## src/rtl/swr_pkg.sv

```systemverilog
// ----------------------------------------------------------------------------
// swr_pkg
// Shared widths, register indexes and the job record passed from the window
// bookkeeping front end to the divide / square-root back end.
// ----------------------------------------------------------------------------
package swr_pkg;

  // Window storage and sample format
  localparam int WINDOW_DEPTH = 1024;
  localparam int SAMPLE_BITS  = 16;
  localparam int ADDR_W       = $clog2(WINDOW_DEPTH);
  localparam int CNT_W        = ADDR_W + 1;

  // Running totals: one square needs 2*S-1 bits, the window adds ADDR_W
  localparam int SQR_W = 2 * SAMPLE_BITS - 1;
  localparam int SQ_W  = SQR_W + ADDR_W;
  localparam int LIN_W = SAMPLE_BITS + ADDR_W;

  // Result fields
  localparam int MSQ_W  = 31;
  localparam int RMS_W  = 16;
  localparam int MEAN_W = SAMPLE_BITS;

  // Back end sequencing
  localparam int STEP_W = $clog2(SQ_W);

  // Configuration port
  localparam int WS_W      = 11;
  localparam int DATA_W    = 32;
  localparam int PADDR_W   = 3;
  localparam int REG_IDX_W = 1;
  localparam logic [REG_IDX_W-1:0] REG_WIN_LEN = 1'b0;
  localparam logic [REG_IDX_W-1:0] REG_AC_MODE = 1'b1;
  localparam logic [WS_W-1:0]      WS_RESET    = 11'd1024;

  // Operation codes
  localparam logic OP_PUSH  = 1'b0;
  localparam logic OP_CLEAR = 1'b1;

  // Job queue between front and back
  localparam int Q_DEPTH = 2;
  localparam int Q_PTR_W = $clog2(Q_DEPTH);

  typedef struct packed {
    logic [SQ_W-1:0]         sq;
    logic signed [LIN_W-1:0] lin;
    logic [CNT_W-1:0]        n;
    logic                    full;
  } job_t;

endpackage

```

## src/rtl/swr_fifo.sv

```systemverilog
// ----------------------------------------------------------------------------
// swr_fifo
// Short job queue that decouples window bookkeeping from the arithmetic.
// ----------------------------------------------------------------------------
module swr_fifo
  import swr_pkg::*;
(
  input  logic clk,
  input  logic rst,
  input  logic push,
  input  job_t job_in,
  output logic full,
  input  logic pop,
  output job_t job_out,
  output logic empty
);

  job_t               entries [Q_DEPTH];
  logic [Q_PTR_W-1:0] wptr;
  logic [Q_PTR_W-1:0] rptr;
  logic [Q_PTR_W:0]   count;

  assign full    = (count == (Q_PTR_W + 1)'(Q_DEPTH));
  assign empty   = (count == '0);
  assign job_out = entries[rptr];

  // Store on push
  always_ff @(posedge clk) begin
    if (push) begin
      entries[wptr] <= job_in;
    end
  end

  // Advance pointers and track fill level
  always_ff @(posedge clk) begin
    if (rst) begin
      wptr  <= '0;
      rptr  <= '0;
      count <= '0;
    end else begin
      if (push) begin
        wptr <= wptr + 1'b1;
      end
      if (pop) begin
        rptr <= rptr + 1'b1;
      end
      if (push && !pop) begin
        count <= count + 1'b1;
      end else if (pop && !push) begin
        count <= count - 1'b1;
      end
    end
  end

endmodule

```

## config.mk

```make
export PLATFORM = sky130hd
export DESIGN_NAME = swr_fifo
export DESIGN_NICKNAME = d
export VERILOG_FILES = /design/src/rtl/swr_pkg.sv /design/src/rtl/swr_fifo.sv
export SDC_FILE = /design/constraint.sdc
export NUM_CORES = 1
export LEC_CHECK = 0
export BUFFER_PORTS_ARGS = -buffer_cell sky130_fd_sc_hd__buf_2
export CORE_ASPECT_RATIO = 1.75
export CORE_MARGIN = 8
export CORE_UTILIZATION = 46
export CTS_CLUSTER_DIAMETER = 60
export DETAILED_ROUTE_END_ITERATION = 7
export GPL_ROUTABILITY_DRIVEN = 0
export MAX_ROUTING_LAYER = met4
export PLACE_DENSITY_LB_ADDON = 0.1
export SETUP_SLACK_MARGIN = 0.02
export SYNTH_ARGS = -nofsm -noshare
export SYNTH_HDL_FRONTEND = slang
export SYNTH_SLANG_ARGS = --single-unit
```

## constraint.sdc

```tcl
create_clock -name clk -period 4.6 [get_ports clk]
set_clock_uncertainty 0.2 [all_clocks]
set_input_delay 0.23 -clock clk [delete_from_list [all_inputs] [get_ports clk]]
set_output_delay 0.23 -clock clk [all_outputs]
set_load 0.02 [all_outputs]
```

==> results of run 1 <==
==> per-layer routing <==
metal	up-vias	GRT usage (%)	share of wire, %
met4	0	6.94	2.0
li1	1571	-	-
met1	1592	15.1	38
met5	-	-	0
met2	109	26.8	55
met3	14	3.53	4.8
==> path summary, 6_finish.rpt <==
path	endpoint	cells past startpoint	slack (ns)	start
worst min register to register	rptr	2	0.32	rptr
worst max-delay path	job_out[36]	2	2.03	flip-flop
worst min-delay path	rptr	2	0.32	rptr
worst max register to register	entries[0][70]	2	2.42	wptr
==> power by group through the flow <==
| stage | Combinational [mW] | Clock [mW] | Sequential (mW) |
|---|---|---|---|
| final | 0.454 | 1.57 | 1.78 |
| after global routing | 0.484 | 1.66 | 1.79 |
| after CTS | 0.462 | 1.60 | 1.78 |
| after detailed placement | 0.404 | 0 | 1.82 |
| after global placement | 0.400 | 0 | 1.81 |
| after floorplan | 0.276 | 0 | 1.79 |
==> layout by cell type (no fill, tap or decap), types with 2 or more instances in the layout <==
| cell type | synthesis | routed |
|---|---|---|
| buf_2 | 6 | 163 |
| edfxtp_1 | 158 | 158 |
| dlygate4sd3_1 | 0 | 83 |
| mux2_2 | 69 | 69 |
| clkbuf_16 | 0 | 17 |
| mux2_4 | 10 | 10 |
| bufinv_16 | 0 | 6 |
| nor2_1 | 5 | 5 |
| clkinv_4 | 0 | 4 |
| dfxtp_1 | 5 | 4 |
| xor2_1 | 2 | 2 |
| xnor2_1 | 2 | 2 |
==> sequential cells by signal, summed over array words and instances (netlist names), named ones only <==
signal / count
entries: 158
rptr: 1
count: 2
wptr: 1
==> stage by stage <==
step                hold WS [ns]  utilization [%]  std cells
finish                     0.319             65.9        708
global route               0.325             65.9        708
CTS                        0.310             65.9        708
global placement           0.219             54.2        594
floorplan                 0.0991                -        268
detailed placement         0.221             54.2        594
==> area by class of cell <==
cell class	count	area [sq um]	share of cell area [%]
Multi-Input combinational cell	95	1040	12.3
Clock buffer	18	429	5.09
Inverter	1	3.75	0.0445
Timing Repair Buffer	247	1670	19.8
Tap cell	171	214	2.54
Clock inverter	13	233	2.76
Sequential cell	163	4850	57.5
==> worst register-to-register path: stages, from the launching register on <==
cell,delay [ns]
dfxtp_1,0.36
nor2b_4,0.91
buf_12,0.37
==> kinds of logic (layout without fill, tap and decap cells) <==
| group | after synthesis | in the layout | synth area share (%) |
|---|---|---|---|
| buf+inv | 10 | 279 | 1.14 |
| flops | 163 | 163 | 81.6 |
| fa+ha+maj | 1 | 1 | 0.211 |
| mux | 79 | 79 | 15.6 |
| compound gates | 2 | 2 | 0.168 |
| simple gates | 9 | 9 | 0.737 |
| xor+xnor | 4 | 4 | 0.590 |
==> impl_metrics.yaml, run 1 <==
status:
  status: "finished, final reports clean"
placed_design:
  dpl.hpwl_microns: 7350
  place_area_sq_mm: 0.00694
  portBuffers: 163
  place_ws_ns: 2.34
grt:
  antenna_found_initial: 0
  track_usage_pct: 15.2
  grt_pass1_vias: 3812
  grt_pass1_wl_microns: 18700
  grt_max_degree: 80
  overflow: 0
route:
  ant_nets: 0
  drc_errors: 0
  wl_microns: 12100
  drt_pass1_iterations: 4
  avgViaCountPerCell: 4.64
  vias: 3286
  avgRoutedWirePerCell_microns: 17.0
  drtIter0Drc: 132
floorplanning:
  rows: 55
  dieHeight_microns: 166
  initial_core_util_pct: 46.4
  ios: 164
  die-area_sq_mm: 0.0170
  die_x_microns: 102
  core_sq_mm: 0.0128
final_layout:
  syn2layout_area_growth_pct: 42.0
  nNetsFinal: 609
  n_fill_cell: 917
  drive_gt1_share_pct: 51.2
  antenna_cells: 0
  design_area_sq_mm: 0.00843
cts:
  insertion_delay_ns: 0.40
  clock_path_buffers: 2
  cts_tree: "yes"
  post_cts_buffers: 0
  cts-root-buf: "clkbuf_16"
  cts_buffers: 17
  cts_resized: 0
  clk_pin_slew_ns: 0.06
  h-tree-depth: 4
  cts.sinks: 163
  cts_hold_buf: 83
power_and_ir_drop:
  ir_worst_vdd_mv: 0.270
  pwr_density_cell_mw_per_mm2: 451
  p_leak_nw: 3.24
  power.switching_uw: 835
  seqPwrFrac_pct: 46.9
  combPwrFrac_pct: 11.9
  p_int_mw: 2.97
  swShare_pct: 22.0
  totalPowerFinal_mw: 3.80
  pwr-share-clk_pct: 41.2
worst_hold_path:
  hold_path.class: "flip-flop to flip-flop"
yosys:
  synth.most_common_cell: "edfxtp_1"
  async_flop_share_pct: 0
  syn_area_per_cell_sq_um: 22.2
  synth_area_sq_mm: 0.00594
  synth_edf_count: 158
  ys.flop_type: "edfxtp_1"
  netlist_top_cells_count: "158 x edfxtp_1, 69 x mux2_2, 10 x mux2_4, 6 x buf_2"
  yosysSeqAreaShare_pct: 81.6
  synth_top_area_share_pct: 79.9
  postSynthCellCount: 268
  synth.area.top_cells: "edfxtp_1 80%, mux2_2 13%, mux2_4 2.5%"
  yosysTopAreaCell: "edfxtp_1"
  yosysWarnings: 0
  ys_seq_elements: 163
  ys_types: 16
  syn_nets: 352
timing:
  fin_ws_ns: 2.03
  setup_viol: 0
  fmax_ghz: 0.389
  rsz0062_at_grt: "false"
  fin_crit_sh_pct: 55.9
  slew_viol_final: 0
  hold_viol: 0
  period_minus_slack_ns: 2.57
  relSlewSlack_pct: 22.1
  tightest_slew_ns: 1.17
  finalSetupTns_ns: 0
worst_setup_path:
  slowest_delay_ns: 1.10
  crit_arrival_ns: 2.14
  crit_required_ns: 4.17
  critical_path.top_delay_family: "flip-flops"
  critPathBufInv: 1
  cpMaxStageDelayCell: "dfxtp_4"
  crit_chain: "mux2_2 -> buf_2"
  cp_max_fo: 79
  critPathCaptureType: "primary output"
  worstSetupStartpointType: "flip-flop"
  critPathKind: "flip-flop to primary output"
run:
  max_cap_viol_count: 0
Note: power is estimated with default switching activity, not from simulation.
==> run 2, diff against run 1 <==
--- a/config.mk
+++ b/config.mk
@@ -5,6 +5,7 @@
 export SDC_FILE = /design/constraint.sdc
 export NUM_CORES = 1
 export LEC_CHECK = 0
+export ABC_AREA = 1
 export BUFFER_PORTS_ARGS = -buffer_cell sky130_fd_sc_hd__buf_2
 export CORE_ASPECT_RATIO = 1.75
 export CORE_MARGIN = 8
==> constraint.sdc (replaced) <==
create_clock -name clk -period 2.1 [get_ports clk]
set_clock_uncertainty 0.2 [all_clocks]
set_input_delay 0.105 -clock clk [delete_from_list [all_inputs] [get_ports clk]]
set_output_delay 0.105 -clock clk [all_outputs]
set_load 0.02 [all_outputs]
==> run 2 against run 1 <==
Against the previous run:
- die area increased by 0.31%
- register-to-register slack got worse by 2.0 ns
- power increased by 100%
- critical endpoint is now job_out[41]
- largest cell class unchanged
- area after synthesis increased by 0.36%
- clock-buffer cell count increased by 2
- sequential share of layout area decreased by 0.43 points
==> impl_metrics.yaml, run 2 <==
status:
  status: "finished, final reports clean"
route:
  drt_pass1_iterations: 4
  wl_met1_microns: 4550
  wl_microns: 12600
  dr_wl_met3_microns: 608
  avgViaCountPerCell: 4.70
  route.met2.wl_microns: 7180
  avgRoutedWirePerCell_microns: 17.3
  drtIter0Drc: 167
  highest_layer: "met4"
  vias: 3425
  drc_errors: 0
  ant_nets: 0
floorplanning:
  initial_core_util_pct: 46.6
  core_sq_mm: 0.0128
  die-area_sq_mm: 0.0170
  rows: 55
  ios: 164
  die_x_microns: 102
  dieHeight_microns: 167
power_and_ir_drop:
  pwr_density_cell_mw_per_mm2: 913
  ir_worst_vdd_mv: 0.632
  totalPowerFinal_mw: 7.76
  p_leak_nw: 3.26
worst_hold_path:
  hold_path.class: "input pin to flip-flop"
yosys:
  synth.area.top_cells: "edfxtp_1 80%, mux2_2 13%, mux2_4 2.5%"
  ys_seq_elements: 163
  synth.most_common_cell: "edfxtp_1"
  synth_top_area_share_pct: 79.6
  yosysTopAreaCell: "edfxtp_1"
  yosysSeqAreaShare_pct: 81.3
  async_flop_share_pct: 0
  ys.flop_type: "edfxtp_1"
  yosysWarnings: 0
  synth_area_sq_mm: 0.00596
  syn_nets: 363
  postSynthCellCount: 279
  synth_edf_count: 158
  syn_area_per_cell_sq_um: 21.4
  netlist_top_cells_count: "158 x edfxtp_1, 69 x mux2_2, 10 x mux2_4, 9 x inv_1, 7 x nor2_1"
  ys_types: 16
timing:
  slew_viol_final: 0
  setup_viol: 0
  fmax_ghz: 0.512
  tightest_slew_ns: 0.472
  rsz0062_at_grt: "false"
  fin_ws_ns: 0.146
  fin_crit_sh_pct: 93.0
  relSlewSlack_pct: 68.4
  hold_viol: 0
  period_minus_slack_ns: 1.95
grt:
  grt_pass1_vias: 3937
  overflow: 0
  grt_pass1_wl_microns: 19800
  track_usage_pct: 16.0
  grt_max_degree: 41
  antenna_found_initial: 0
cts:
  cts-root-buf: "clkbuf_16"
  cts_tree: "yes"
  insertion_delay_ns: 0.41
  h-tree-depth: 4
  cts.sinks: 163
  clk_pin_slew_ns: 0.06
  clock_path_buffers: 2
  cts_buffers: 17
final_layout:
  layout_common_cells: "163 x buf_2, 158 x edfxtp_1, 83 x dlygate4sd3_1"
  syn2layout_area_growth_pct: 42.6
  reg.largest.list: "entries: 158 flops, count: 2 flops"
  final_common_cell: "buf_2"
  nNetsFinal: 629
  stdcell_count: 729
  antenna_cells: 0
  drive_gt1_share_pct: 51.3
  largest_reg_flops: 158
  regMostFlops: "entries"
placed_design:
  place_ws_ns: 0.438
  portBuffers: 163
  dpl.hpwl_microns: 8340
  dpl.cell_count: 613
worst_setup_path:
  crit_required_ns: 1.79
  critPathKind: "flip-flop to primary output"
  cp_max_fo: 11
  worstSetupStartpointType: "flip-flop"
  crit_arrival_ns: 1.65
  r2r_slack_ns: 0.46
  critPathCaptureType: "primary output"
run:
  max_cap_viol_count: 0
-- run 2: path summary, 6_finish.rpt --
path | start | end | depth (start not counted)
worst max-delay path | flip-flop | job_out[41] | 3
worst min register to register | wptr | wptr | 2
worst min-delay path | job_in[21] | entries[0][21] | 2
worst max register to register | wptr | entries[1][22] | 3
-- run 2: power by group --
group / leakage (nW) / internal (mW) / total [mW] / switching [mW]
combinational: 1.48 / 0.489 / 1.04 / 0.551
clock: 0.256 / 1.65 / 2.90 / 1.25
sequential: 1.53 / 3.76 / 3.81 / 0.0499
-- run 2: what timing repair did --
item,CTS,global route
buffers inserted,1,0
setup endpoints to repair,6,0
resized for setup,0,0
endpoints found under the hold margin,163,0
hold buffers,83,0
-- run 2: per-stage QoR --
step / hold slack, ns / TNS (ns) / instance area [sq um] / util [%]
3_5_place_dp: 0.0972 / 0 / 7100 / 55.5
5_1_grt: 0.202 / 0 / 8500 / 66.4
4_1_cts: 0.190 / 0 / 8500 / 66.4
3_3_place_gp: 0.0942 / 0 / 7100 / 55.5
6_report: 0.211 / 0 / 8500 / 66.4
2_1_floorplan: -0.0232 / -3.47 / 5980 / -
-- run 2: area by class of cell --
class,instances,area [sq um]
Clock inverter,12,123
Inverter,9,37.5
Clock buffer,20,437
Timing Repair Buffer,256,1810
Fill cell,935,4300
Tap cell,171,214
Sequential cell,163,4850
Multi-Input combinational cell,98,1030
-- run 2: kinds of logic after synthesis --
family                     after synthesis  share of synthesized area (%)
AOI/OAI and AO/OA                        2                          0.168
xor gates and xnor gates                 1                          0.147
adders and majority gates                1                          0.210
buffers and inverters                   18                           1.64
muxes                                   79                           15.6
and+or+nand+nor                         15                           1.03
DFF                                    163                           81.3
-- run 2: worst max-delay path: stages (launching register included) --
cell and delay (ns):
dfxtp_4 0.46, buf_4 0.23, mux2_2 0.37, buf_2 0.16
-- run 2: metal layers --
layer	global-route usage, %	up-vias
met5	-	-
met2	28.6	108
li1	-	1620
met1	15.5	1673
met4	7.71	0
met3	3.51	24
