<file path="config.mk">
export PLATFORM = sky130hd
export DESIGN_NAME = swr_back
export DESIGN_NICKNAME = d
export VERILOG_FILES = /design/src/rtl/swr_pkg.sv /design/src/rtl/swr_back.sv
export SDC_FILE = /design/constraint.sdc
export NUM_CORES = 1
export LEC_CHECK = 0
export BUFFER_PORTS_ARGS = -buffer_cell sky130_fd_sc_hd__buf_2
export CAP_MARGIN = 20
export CORE_MARGIN = 2
export CORE_UTILIZATION = 50
export DETAILED_ROUTE_END_ITERATION = 10
export PLACE_DENSITY = 0.68
export SYNTH_ARGS = -nofsm -noshare
export SYNTH_HDL_FRONTEND = slang
export SYNTH_SLANG_ARGS = --single-unit
</file>
<file path="constraint.sdc">
create_clock -name clk -period 13.1 [get_ports clk]
set_clock_uncertainty 0.2 [all_clocks]
set_input_delay 0 -clock clk [delete_from_list [all_inputs] [get_ports clk]]
set_output_delay 0 -clock clk [all_outputs]
set_load 0.03 [all_outputs]
</file>
<file path="src/rtl/swr_pkg.sv">
// ----------------------------------------------------------------------------
// swr_pkg
// Shared widths, register indexes and the job record passed from the window
// bookkeeping front end to the divide / square-root back end.
// ----------------------------------------------------------------------------
package swr_pkg;

  // Window storage and sample format
  localparam int WINDOW_DEPTH = 1024;
  localparam int SAMPLE_BITS  = 16;
  localparam int ADDR_W       = $clog2(WINDOW_DEPTH);
  localparam int CNT_W        = ADDR_W + 1;

  // Running totals: one square needs 2*S-1 bits, the window adds ADDR_W
  localparam int SQR_W = 2 * SAMPLE_BITS - 1;
  localparam int SQ_W  = SQR_W + ADDR_W;
  localparam int LIN_W = SAMPLE_BITS + ADDR_W;

  // Result fields
  localparam int MSQ_W  = 31;
  localparam int RMS_W  = 16;
  localparam int MEAN_W = SAMPLE_BITS;

  // Back end sequencing
  localparam int STEP_W = $clog2(SQ_W);

  // Configuration port
  localparam int WS_W      = 11;
  localparam int DATA_W    = 32;
  localparam int PADDR_W   = 3;
  localparam int REG_IDX_W = 1;
  localparam logic [REG_IDX_W-1:0] REG_WIN_LEN = 1'b0;
  localparam logic [REG_IDX_W-1:0] REG_AC_MODE = 1'b1;
  localparam logic [WS_W-1:0]      WS_RESET    = 11'd1024;

  // Operation codes
  localparam logic OP_PUSH  = 1'b0;
  localparam logic OP_CLEAR = 1'b1;

  // Job queue between front and back
  localparam int Q_DEPTH = 2;
  localparam int Q_PTR_W = $clog2(Q_DEPTH);

  typedef struct packed {
    logic [SQ_W-1:0]         sq;
    logic signed [LIN_W-1:0] lin;
    logic [CNT_W-1:0]        n;
    logic                    full;
  } job_t;

endpackage

</file>
<file path="src/rtl/swr_back.sv">
// ----------------------------------------------------------------------------
// swr_back
// Turns a job into a result: shared restoring divider for the mean square
// and the mean, one squaring multiply, clamp, then a digit-by-digit root.
// ----------------------------------------------------------------------------
module swr_back
  import swr_pkg::*;
(
  input  logic             clk,
  input  logic             rst,
  input  logic             ac_mode,
  input  job_t             job,
  input  logic             q_empty,
  output logic             q_pop,
  output logic             empty,
  input  logic             pop,
  output logic [MSQ_W-1:0] mean_square,
  output logic [RMS_W-1:0] rms,
  output logic             window_full
);

  localparam logic [2:0] B_IDLE = 3'd0;
  localparam logic [2:0] B_DIV1 = 3'd1;
  localparam logic [2:0] B_DIV2 = 3'd2;
  localparam logic [2:0] B_MUL  = 3'd3;
  localparam logic [2:0] B_SUB  = 3'd4;
  localparam logic [2:0] B_SQRT = 3'd5;
  localparam logic [2:0] B_DONE = 3'd6;

  localparam int SRC_W = 2 * RMS_W;
  localparam int REM_W = RMS_W + 2;

  logic [2:0]              state;
  logic                    out_valid;
  logic [STEP_W-1:0]       cnt;

  logic [CNT_W-1:0]        n_q;
  logic signed [LIN_W-1:0] lin_q;
  logic                    full_q;
  logic [SQ_W-1:0]         dq;
  logic [CNT_W-1:0]        drem;
  logic [MSQ_W-1:0]        msq_q;
  logic [MEAN_W-1:0]       mean_q;
  logic [MSQ_W-1:0]        m2;
  logic [SRC_W-1:0]        ssrc;
  logic [REM_W-1:0]        srem;
  logic [RMS_W-1:0]        sroot;

  logic [CNT_W:0]          div_sh;
  logic                    div_ge;
  logic [CNT_W-1:0]        div_rem_next;
  logic [SQ_W-1:0]         div_q_next;
  logic [LIN_W-1:0]        lin_abs;
  logic [2*MEAN_W-1:0]     mean_prod;
  logic [MSQ_W-1:0]        msq_ac;
  logic [REM_W+1:0]        sq_sh;
  logic [REM_W+1:0]        sq_trial;
  logic                    sq_ge;
  logic [REM_W-1:0]        srem_next;
  logic                    slot_free;

  assign empty     = !out_valid;
  assign slot_free = !out_valid || pop;
  assign q_pop     = (state == B_IDLE) && !q_empty;

  // One restoring divide step
  always_comb begin
    div_sh       = {drem, dq[SQ_W-1]};
    div_ge       = (div_sh >= {1'b0, n_q});
    div_rem_next = div_ge ? CNT_W'(div_sh - {1'b0, n_q}) : div_sh[CNT_W-1:0];
    div_q_next   = {dq[SQ_W-2:0], div_ge};
  end

  // Mean magnitude, its square and the clamped difference
  assign lin_abs   = lin_q[LIN_W-1] ? LIN_W'(-lin_q) : LIN_W'(lin_q);
  assign mean_prod = mean_q * mean_q;
  assign msq_ac    = (msq_q > m2) ? msq_q - m2 : '0;

  // One root digit per step
  always_comb begin
    sq_sh     = {srem, ssrc[SRC_W-1 -: 2]};
    sq_trial  = {2'b00, sroot, 2'b01};
    sq_ge     = (sq_sh >= sq_trial);
    srem_next = sq_ge ? REM_W'(sq_sh - sq_trial) : sq_sh[REM_W-1:0];
  end

  always_ff @(posedge clk) begin
    if (rst) begin
      state     <= B_IDLE;
      out_valid <= 1'b0;
    end else begin
      // Drop the taken word unless a new one replaces it this cycle
      if (pop && out_valid && (state != B_DONE)) begin
        out_valid <= 1'b0;
      end
      case (state)
        B_IDLE: begin
          if (!q_empty) begin
            dq     <= job.sq;
            drem   <= '0;
            n_q    <= job.n;
            lin_q  <= job.lin;
            full_q <= job.full;
            cnt    <= STEP_W'(SQ_W - 1);
            state  <= B_DIV1;
          end
        end
        B_DIV1: begin
          if (cnt == '0) begin
            msq_q <= div_q_next[MSQ_W-1:0];
            if (ac_mode) begin
              dq    <= {{(SQ_W - LIN_W){1'b0}}, lin_abs};
              drem  <= '0;
              cnt   <= STEP_W'(SQ_W - 1);
              state <= B_DIV2;
            end else begin
              m2    <= '0;
              state <= B_SUB;
            end
          end else begin
            dq   <= div_q_next;
            drem <= div_rem_next;
            cnt  <= cnt - 1'b1;
          end
        end
        B_DIV2: begin
          dq   <= div_q_next;
          drem <= div_rem_next;
          cnt  <= cnt - 1'b1;
          if (cnt == '0) begin
            mean_q <= div_q_next[MEAN_W-1:0];
            state  <= B_MUL;
          end
        end
        B_MUL: begin
          m2    <= mean_prod[MSQ_W-1:0];
          state <= B_SUB;
        end
        B_SUB: begin
          msq_q <= msq_ac;
          ssrc  <= {{(SRC_W - MSQ_W){1'b0}}, msq_ac};
          srem  <= '0;
          sroot <= '0;
          cnt   <= STEP_W'(RMS_W - 1);
          state <= B_SQRT;
        end
        B_SQRT: begin
          srem  <= srem_next;
          sroot <= {sroot[RMS_W-2:0], sq_ge};
          ssrc  <= {ssrc[SRC_W-3:0], 2'b00};
          cnt   <= cnt - 1'b1;
          if (cnt == '0) begin
            state <= B_DONE;
          end
        end
        B_DONE: begin
          // Hold until the output register is free
          if (slot_free) begin
            mean_square <= msq_q;
            rms         <= sroot;
            window_full <= full_q;
            out_valid   <= 1'b1;
            state       <= B_IDLE;
          end
        end
        default: begin
          state <= B_IDLE;
        end
      endcase
    end
  end

endmodule
</file>
==> out/metrics.yaml, run 1 <==
slew-limit-headroom_pct: 24.6
clock_latency_ps: 570
netlist.top_cell.by_area: "edfxtp_1"
firstDrtPassIters: 5
avgRoutedWirePerCell_um: 18.0
h-tree-depth: 1
slowest_delay_ps: 720
cp.arrival_ps: 7470
ios: 134
clk_root_buffer_cell: "clkbuf_16"
track_usage_pct: 23.7
period_share_pct: 56.2
numPortBuffers: 133
numCtsBuffers: 30
grt_pass1_wl_mm: 83.8
yosysSeqAreaShare_pct: 40.1
synth_nets: 2478
final.setup.tns_ps: 0
worst_pin_slew_ps: 1120
synth_top_area_share_pct: 39.7
layout-drive-gt1-share_pct: 9.47
cp.required_ps: 13200
core_um2: 43000
synthesis.area_um2: 21700
period_needed_ps: 7360
final_cell_mix: "inv_1 (325), edfxtp_1 (287), nand2_1 (211)"
synth_area_leaders: "edfxtp_1 (40%), fa_1 (15%), ha_1 (9.2%), inv_1 (5.6%), nand2_1 (3.6%)"
synth_area_per_cell_um2: 10.5
start_util_pct: 50.5
setup_viol: 0
globalRouteOverflowTotal: 0
antenna_cells: 0
yosys_warnings: 0
maxCapViolCount: 0
crit_path_end_kind: "flip-flop"
critical_path_class: "reg -> reg"
hold_path.class: "in -> reg"
finalNetCount: 2710
fillCellCount: 3637
final_common_cell: "inv_1"
worstPathMaxFanout: 17
cts_buffer_depth: 3
viasPerCell: 5.45
synthCells: 2068
fmax_ghz: 0.136
dr_total_vias: 15832
area_growth_pct: 16.3
clkTransAtPathRegs_ps: 60
grt_pass1_vias: 15780
powerDensity_nw_per_um2: 89.3
drt_wl_total_mm: 52.3
antenna_left: 0
finalInstanceArea_um2: 25200
ys_ff_latch: 291
die-width_um: 212
status: "finished clean"
cp_top_family: "adder cells"
crit_slowest_cell: "edfxtp_1"
place_hpwl_mm: 38.6
grt_max_degree: 67
irDropWorstVdd_mv: 0.0909
fp.dieH_um: 212
finalMaxSlewViolations: 0
cts_sinks: 291
start_kind: "flip-flop"
cts_tree: "done"
synth_top_flop_cell: "edfxtp_1"
ys_async_sr_fraction_pct: 0
finalHoldViolCount: 0
drc_errors: 0
antenna_found_initial: 1
path_cells: "and2_1 > inv_1 > fa_1 > inv_1 > fa_1 > inv_1 > fa_1 > inv_1 > fa_1 > fa_1 > inv_1 > fa_1 > inv_1 > ha_1 > and3_1 > o31ai_1 > a21oi_1 > nor2_1 > o211ai_1 > a2111o_1 > and2_1 > a221oi_1 > mux2i_1"
synth.distinct_cells: 75
rsz0062_at_grt: "no"
rows: 76
synth-edff-count: 287
utilization_pct: 58.7
dieArea_um2: 45100
cts_setup_buffers: 0
first_iter_violations: 1164
p_leak_nw: 11.2
cp_num_buf_inv: 6
power.total_mw: 2.25
postPlaceCellArea_um2: 23000
gp_congestion: 0.900
[routing by layer]
metal | wire length [µm] | up-vias | GRT usage (%)
li1 | - | 7497 | -
met1 | 23100 | 7786 | 33.7
met2 | 24800 | 487 | 39.1
met3 | 3420 | 62 | 3.55
met4 | 948 | 0 | 4.70
met5 | 0 | - | 0
[synthesized netlist by cell type, types with 9 or more instances]
| master | number |
|---|---|
| nor2_1 | 136 |
| edfxtp_1 | 287 |
| a22oi_1 | 20 |
| o31ai_1 | 16 |
| nor2b_1 | 18 |
| o21a_1 | 12 |
| o21ai_0 | 114 |
| fa_1 | 166 |
| or3_1 | 9 |
| mux2i_1 | 24 |
| xor2_1 | 44 |
| and2_1 | 57 |
| a21oi_1 | 72 |
| clkbuf_1 | 65 |
| ha_1 | 160 |
| and3_1 | 17 |
| o211ai_1 | 10 |
| a22o_1 | 16 |
| inv_1 | 325 |
| nor3_1 | 23 |
| nand3_1 | 20 |
| xnor2_1 | 56 |
| a211oi_1 | 15 |
| nand2_1 | 211 |
| a21o_1 | 41 |
| nand2b_1 | 11 |
| o21bai_1 | 9 |
[stage by stage]
stage                     worst slack, ps  hold slack, ps  cells
after CTS                            5750            35.4   2906
final                                5740            57.9   2907
after detailed placement             5820           -21.9   2729
after global routing                 5450            73.2   2907
after floorplan                      6460            -101   2068
after global placement               5950           -24.1   2729
[worst register-to-register path: cells and delay by family, from the launching register on]
family	cells	cell delay [ps]
fa+ha+maj	7	3460
simple gates	4	810
flops	1	720
buf+inv	6	330
mux	1	120
compound gates	5	1470
[sequential cells by signal (all words and copies together), names as in the netlist, 16 cells and up]
signal,flops
ssrc,32
rms,16
sroot,16
dq,41
msq_q,31
m2,30
mean_square,31
mean_q,16
lin_q,26
srem,18
[logic make-up after synthesis]
group	Yosys count	share of synthesized area [%]
and+or+nand+nor	543	11.6
buffers and inverters	395	6.88
AOI/OAI and AO/OA	386	11.6
adders and majority gates	326	24.5
DFF	291	40.1
xor gates and xnor gates	100	4.04
muxes	27	1.26
[timing repair]
action,in CTS,in global routing
resized for setup,0,0
endpoints found under the hold margin,143,0
hold buffers,123,0
[where the power goes]
group	switching, mW	total [mW]	internal (mW)
logic	0.150	0.269	0.118
registers	0.0363	1.12	1.08
clock network	0.362	0.867	0.506
total	0.548	2.25	1.70
[layout make-up]
type                       count  area (µm²)  share of cell area, %
multi-input combinational   1382       11600                   45.9
sequential                   291        8700                   34.5
timing repair buffer         270        2010                   7.98
inverter                     325        1220                   4.84
clock buffer                  35         791                   3.13
tap                          585         732                   2.90
clock inverter                19         189                  0.749
[final timing paths]
kind                                        startpoint              endpoint  slack [ps]  cells past startpoint
worst max-delay path               mean_q[9]$_DFFE_PP_  m2[29]$_SDFFCE_PN0P_        5740                     23
worst min-delay path                           job[72]      dq[34]$_DFFE_PP_          60                      3
worst max register to register     mean_q[9]$_DFFE_PP_  m2[29]$_SDFFCE_PN0P_        5740                     23
worst min register to register  sroot[0]$_SDFFCE_PN0P_      rms[0]$_DFFE_PP_         250                      0
Power figures use the tool's default switching activity.
==> inputs of run 2 (changes only) <==
==> constraint.sdc (replaced) <==
create_clock -name clk -period 7.21 [get_ports clk]
set_clock_uncertainty 0.2 [all_clocks]
set_input_delay 0 -clock clk [delete_from_list [all_inputs] [get_ports clk]]
set_output_delay 0 -clock clk [all_outputs]
set_load 0.03 [all_outputs]
==> run 2 against run 1 <==
  * Register-to-register slack worse by 5400 ps
  * Die area did not move
  * Critical path depth decreased by 1
  * Combinational power grew 82%
  * Total power up 87%
  * Core utilization up 0.69 points
  * Critical path type unchanged
  * Critical endpoint unchanged
  * Largest power group unchanged
==> out/metrics.yaml, run 2 (synthesis results as in run 1) <==
rows: 76  # unchanged
start_util_pct: 50.5  # unchanged
worst_pin_slew_ps: 1090  # was 1120 ps
start_kind: "flip-flop"  # unchanged
crit_path_end_kind: "flip-flop"  # unchanged
setup_viol: 0  # unchanged
fmax_ghz: 0.146  # was 0.136 GHz
cp.arrival_ps: 6910  # was 7470 ps
area_growth_pct: 17.6  # was 16.3%
first_iter_violations: 1123  # was 1164
finalMaxSlewViolations: 0  # unchanged
worstPathMaxFanout: 10  # was 17
place_hpwl_mm: 39.1  # was 38.6 mm
clock_latency_ps: 510  # was 570 ps
ios: 134  # unchanged
antenna_found_initial: 2  # was 1
rsz0062_at_grt: "no"  # unchanged
crit_slowest_cell: "fa_1"  # was edfxtp_1
period_share_pct: 95.3  # was 56.2%
firstDrtPassIters: 5  # unchanged
period_needed_ps: 6870  # was 7360 ps
whs_path_depth: 2  # was 3
path_cells: "buf_4 > and2_1 > fa_1 > inv_1 > fa_1 > inv_1 > fa_1 > fa_1 > fa_1 > inv_1 > fa_1 > inv_1 > ha_1 > a21o_1 > nor3_1 > o21ai_1 > nand4b_1 > o211ai_1 > a2111o_1 > and2_1 > a221oi_2 > mux2i_1"  # was and2_1 > inv_1 > fa_1 > inv_1 > fa_1 > inv_1 > fa_1 > inv_1 > fa_1 > fa_1 > inv_1 > fa_1 > inv_1 > ha_1 > and3_1 > o31ai_1 > a21oi_1 > nor2_1 > o211ai_1 > a2111o_1 > and2_1 > a221oi_1 > mux2i_1
dr_total_vias: 15827  # was 15832
finalHoldViolCount: 0  # unchanged
final_cell_mix: "inv_1 (325), edfxtp_1 (287), nand2_1 (211)"  # unchanged
grt_pass1_vias: 16074  # was 15780
core_um2: 43000  # unchanged
clkTransAtPathRegs_ps: 60  # about the same
top_regs: "dq: 41 flops, ssrc: 32 flops"  # unchanged
avgRoutedWirePerCell_um: 18.0  # about the same
irDropWorstVdd_mv: 0.241  # was 0.0909 mV
slowest_delay_ps: 540  # was 720 ps
dpl.cell_count: 2746  # was 2729
gp_congestion: 0.933  # was 0.900
die-width_um: 212  # unchanged
p_leak_nw: 11.3  # was 11.2 nW
fin_cells: 2937  # was 2907
viasPerCell: 5.39  # was 5.45
grt_pass1_wl_mm: 85.1  # was 83.8 mm
fp.dieH_um: 212  # unchanged
h-tree-depth: 2  # was 1
cts_sinks: 291  # unchanged
crit_path_frequent_cell: "fa_1"
cts_tree: "done"  # unchanged
hold_path.class: "in -> reg"  # unchanged
postPlaceCellArea_um2: 23100  # was 23000 µm²
fin_hold_ws_ps: 28.5  # was 57.9 ps
globalRouteOverflowTotal: 0  # unchanged
final.setup.tns_ps: 0  # unchanged
regMostFlops: "dq"  # unchanged
cts_buffer_depth: 3  # unchanged
status: "finished clean"  # unchanged
finalInstanceArea_um2: 25500  # was 25200 µm²
drc_errors: 0  # unchanged
track_usage_pct: 24.1  # was 23.7%
numPortBuffers: 133  # unchanged
rr_worst_depth: 22  # was 23
antenna_left: 0  # unchanged
largest_reg_flops: 41  # unchanged
utilization_pct: 59.4  # was 58.7%
layout-drive-gt1-share_pct: 10.6  # was 9.47%
powerDensity_nw_per_um2: 165  # was 89.3 nW/µm²
clk_root_buffer_cell: "clkbuf_16"  # unchanged
dieArea_um2: 45100  # unchanged
finalNetCount: 2737  # was 2710
maxCapViolCount: 0  # unchanged
drt_wl_total_mm: 52.8  # was 52.3 mm
slew-limit-headroom_pct: 27.3  # was 24.6%
fillCellCount: 3618  # was 3637
numCtsBuffers: 34  # was 30
final_common_cell: "inv_1"  # unchanged
cp.required_ps: 7250  # was 13200 ps
grt_max_degree: 67  # unchanged
critical_path_class: "reg -> reg"  # unchanged
## run 2: metrics by stage
step / power, mW / setup slack [ps]
after floorplan: 2.34 / 568
after global placement: 2.47 / 405
after detailed placement: 2.49 / 230
after CTS: 4.20 / 197
after global routing: 4.37 / 46.1
final: 4.20 / 342
## run 2: layout make-up
class	count	area (µm²)	area share (%)
multi-input cells	1382	11600	45.5
flip-flops and latches	291	8700	34.1
repair buffers	293	2190	8.59
inverters	325	1220	4.78
clock buffers	47	931	3.65
well taps	585	732	2.87
clock inverters	13	145	0.569
diodes	1	2.50	0.00980
## run 2: power breakdown
group / internal [mW] / leakage [nW] / total (mW) / switching (mW)
combinational: 0.216 / 8.17 / 0.490 / 0.274
clock: 1.01 / 0.511 / 1.68 / 0.672
sequential: 1.96 / 2.66 / 2.03 / 0.0670
total: 3.19 / 11.3 / 4.20 / 1.01
## run 2: path summary, 6_finish.rpt
path                       startpoint                     to  slack (ps)
hold / removal                job[23]    lin_q[11]$_DFFE_PP_          30
hold reg to reg      full_q$_DFFE_PP_  window_full$_DFFE_PP_         230
setup reg to reg  mean_q[5]$_DFFE_PP_   m2[29]$_SDFFCE_PN0P_         340
setup / recovery  mean_q[5]$_DFFE_PP_   m2[29]$_SDFFCE_PN0P_         340
## run 2: what timing repair did
item                       CTS  global route
hold buffers               122             0
setup endpoints to repair    0             2
hold endpoints to repair   143             0
setup buffers                0             7
resized for setup            0             5
## run 2: routing by layer
| metal | global-route usage, % | vias up | routed length [µm] |
|---|---|---|---|
| li1 | - | 7557 | - |
| met1 | 33.7 | 7753 | 23500 |
| met2 | 40.6 | 455 | 25600 |
| met3 | 2.63 | 62 | 2700 |
| met4 | 5.33 | 0 | 954 |
| met5 | 0 | - | 0 |
## run 2: critical path, delay by kind of cell (launching register included)
family,cells,cell delay [ps]
AO/OA/AOI/OAI,5,1330
AND/OR/NAND/NOR,4,690
adder cells (fa/ha/maj),7,3370
multiplexers,1,110
flip-flops,1,500
buffers and inverters,5,410
==> inputs of run 3 (changes only) <==
==> constraint.sdc (replaced) <==
create_clock -name clk -period 6.55 [get_ports clk]
set_clock_uncertainty 0.2 [all_clocks]
set_input_delay 0 -clock clk [delete_from_list [all_inputs] [get_ports clk]]
set_output_delay 0 -clock clk [all_outputs]
set_load 0.03 [all_outputs]
==> run 3 against run 2 <==
  * Die area unchanged
  * Highest routed layer unchanged
  * Hold slack better by 22 ps
  * Total power up 5.2%
  * Critical path type unchanged
==> out/metrics.yaml, run 3 (synthesis results as in run 1) <==
powerDensity_nw_per_um2: 170  # was 165 nW/µm²
drc_errors: 0  # unchanged
final_common_cell: "inv_1"  # unchanged
fin_ws_ps: 66.2  # was 342 ps
globalRouteOverflowTotal: 0  # unchanged
cp.required_ps: 6670  # was 7250 ps
antenna_left: 0  # unchanged
layout-drive-gt1-share_pct: 14.6  # was 10.6%
hold_path.class: "in -> reg"  # unchanged
largest_reg_flops: 41  # unchanged
finalMaxSlewViolations: 0  # unchanged
slew-limit-headroom_pct: 38.5  # was 27.3%
seq_area_um2: 8700  # unchanged
rsz0062_at_grt: "yes"  # was no
final_cell_mix: "inv_1 (315), edfxtp_1 (287), nand2_1 (204)"  # was inv_1 (325), edfxtp_1 (287), nand2_1 (211)
viasPerCell: 5.37  # was 5.39
finalNetCount: 2783  # was 2737
setup_viol: 0  # unchanged
fillCellCount: 3527  # was 3618
postPlaceCellArea_um2: 23400  # was 23100 µm²
crit_path_end_kind: "flip-flop"  # unchanged
clk_root_buffer_cell: "clkbuf_16"  # unchanged
fmax_ghz: 0.154  # was 0.146 GHz
dr_total_vias: 16008  # was 15827
clkTransAtPathRegs_ps: 60  # about the same
cp.arrival_ps: 6600  # was 6910 ps
grtUsageMet2_pct: 40.4  # was 40.6%
critical_path_class: "reg -> reg"  # unchanged
clock_latency_ps: 570  # was 510 ps
antenna_found_initial: 2  # unchanged
regMostFlops: "dq"  # unchanged
core_um2: 43000  # unchanged
grt_pass1_wl_mm: 85.0  # was 85.1 mm
utilization_pct: 60.6  # was 59.4%
cts_tree: "done"  # unchanged
start_util_pct: 50.5  # unchanged
worst_pin_slew_ps: 922  # was 1090 ps
avgRoutedWirePerCell_um: 18.0  # about the same
rows: 76  # unchanged
multiInputGateArea_um2: 11800  # was 11600 µm²
area_growth_pct: 20.0  # was 17.6%
fp.dieH_um: 212  # unchanged
finalInstanceArea_um2: 26000  # was 25500 µm²
firstDrtPassIters: 6  # was 5
status: "finished clean"  # unchanged
top_regs: "dq: 41 flops, ssrc: 32 flops"  # unchanged
post-place-ws_ps: -55.4  # was 230 ps
period_needed_ps: 6480  # was 6870 ps
dieArea_um2: 45100  # unchanged
numCtsBuffers: 30  # was 34
gp_congestion: 0.909  # was 0.933
worstPathMaxFanout: 7  # was 10
met3_usage_pct: 3.13  # was 2.63%
power.total_mw: 4.42  # was 4.20 mW
drt_wl_total_mm: 53.7  # was 52.8 mm
grt_max_degree: 67  # unchanged
numPortBuffers: 133  # unchanged
maxCapViolCount: 0  # unchanged
grt_pass1_vias: 16041  # was 16074
irDropWorstVdd_mv: 0.210  # was 0.241 mV
period_share_pct: 99.0  # was 95.3%
cts_sinks: 291  # unchanged
final.setup.tns_ps: 0  # unchanged
cts_buffer_depth: 3  # unchanged
track_usage_pct: 24.1  # about the same
start_kind: "flip-flop"  # unchanged
busiest_layer: "met2"  # unchanged
grt_util_met1_pct: 33.6  # was 33.7%
first_iter_violations: 1121  # was 1123
h-tree-depth: 1  # was 2
p_leak_nw: 11.5  # was 11.3 nW
antenna_cells: 0  # was 1
finalHoldViolCount: 0  # unchanged
place_hpwl_mm: 39.3  # was 39.1 mm
ios: 134  # unchanged
die-width_um: 212  # unchanged
## run 3: cell types whose count changed in the layout (fill, tap and decap cells not counted), moves of 7 or more
cell	before	now
buf_6	0	9
fa_2	0	13
buf_4	37	70
inv_2	0	10
nand2_1	211	204
inv_1	325	315
fa_1	166	153
nand2_2	1	8
## run 3: final cells by class
class,count,share of cell area (%)
multi-input combinational,1382,45.3
clock inverter,17,0.480
sequential,291,33.4
tap,585,2.81
inverter,325,4.68
clock buffer,39,3.09
timing repair buffer,343,10.2
## run 3: critical path, cell delays in order, from the launching register on
cell,delay (ps)
edfxtp_1,490
buf_4,180
buf_4,150
nand2_1,100
inv_1,60
fa_1,460
fa_1,540
fa_1,440
fa_1,530
fa_1,550
inv_1,50
fa_1,560
inv_1,110
ha_4,270
o21ai_2,70
a21oi_1,60
nor2_1,160
o211ai_1,190
a2111o_1,480
and2_4,180
a221oi_2,280
mux2i_1,100
## run 3: metrics by stage
stage,hold WS (ps),instances
after detailed placement,-21.9,2779
after CTS,29.2,2960
final,50.4,2982
after floorplan,-101,2068
after global placement,-23.8,2777
after global routing,48.3,2982
## run 3: final timing paths
path | startpoint | to | slack, ps | cells after the start
setup / recovery | mean_q[8]$_DFFE_PP_ | m2[29]$_SDFFCE_PN0P_ | 70 | 21
hold / removal | job[71] | dq[33]$_DFFE_PP_ | 50 | 3
setup reg to reg | mean_q[8]$_DFFE_PP_ | m2[29]$_SDFFCE_PN0P_ | 70 | 21
hold reg to reg | sroot[0]$_SDFFCE_PN0P_ | rms[0]$_DFFE_PP_ | 240 | 0
## run 3: per-layer routing
layer	up-vias	share of wire [%]
met4	0	2.3
met3	90	5.5
met2	502	48
li1	7629	-
met5	-	0
met1	7787	44
## run 3: what timing repair did
item,4_1_cts,5_1_grt
resized for setup,4,72
pin swaps,1,50
setup endpoints to repair,5,10
endpoints found under the hold margin,181,0
hold buffers,124,0
buffers inserted,1,21
## run 3: report_power, final
part | leakage [nW] | switching, mW | internal (mW)
clock | 0.444 | 0.734 | 0.908
combinational | 8.42 | 0.304 | 0.242
sequential | 2.66 | 0.0752 | 2.16
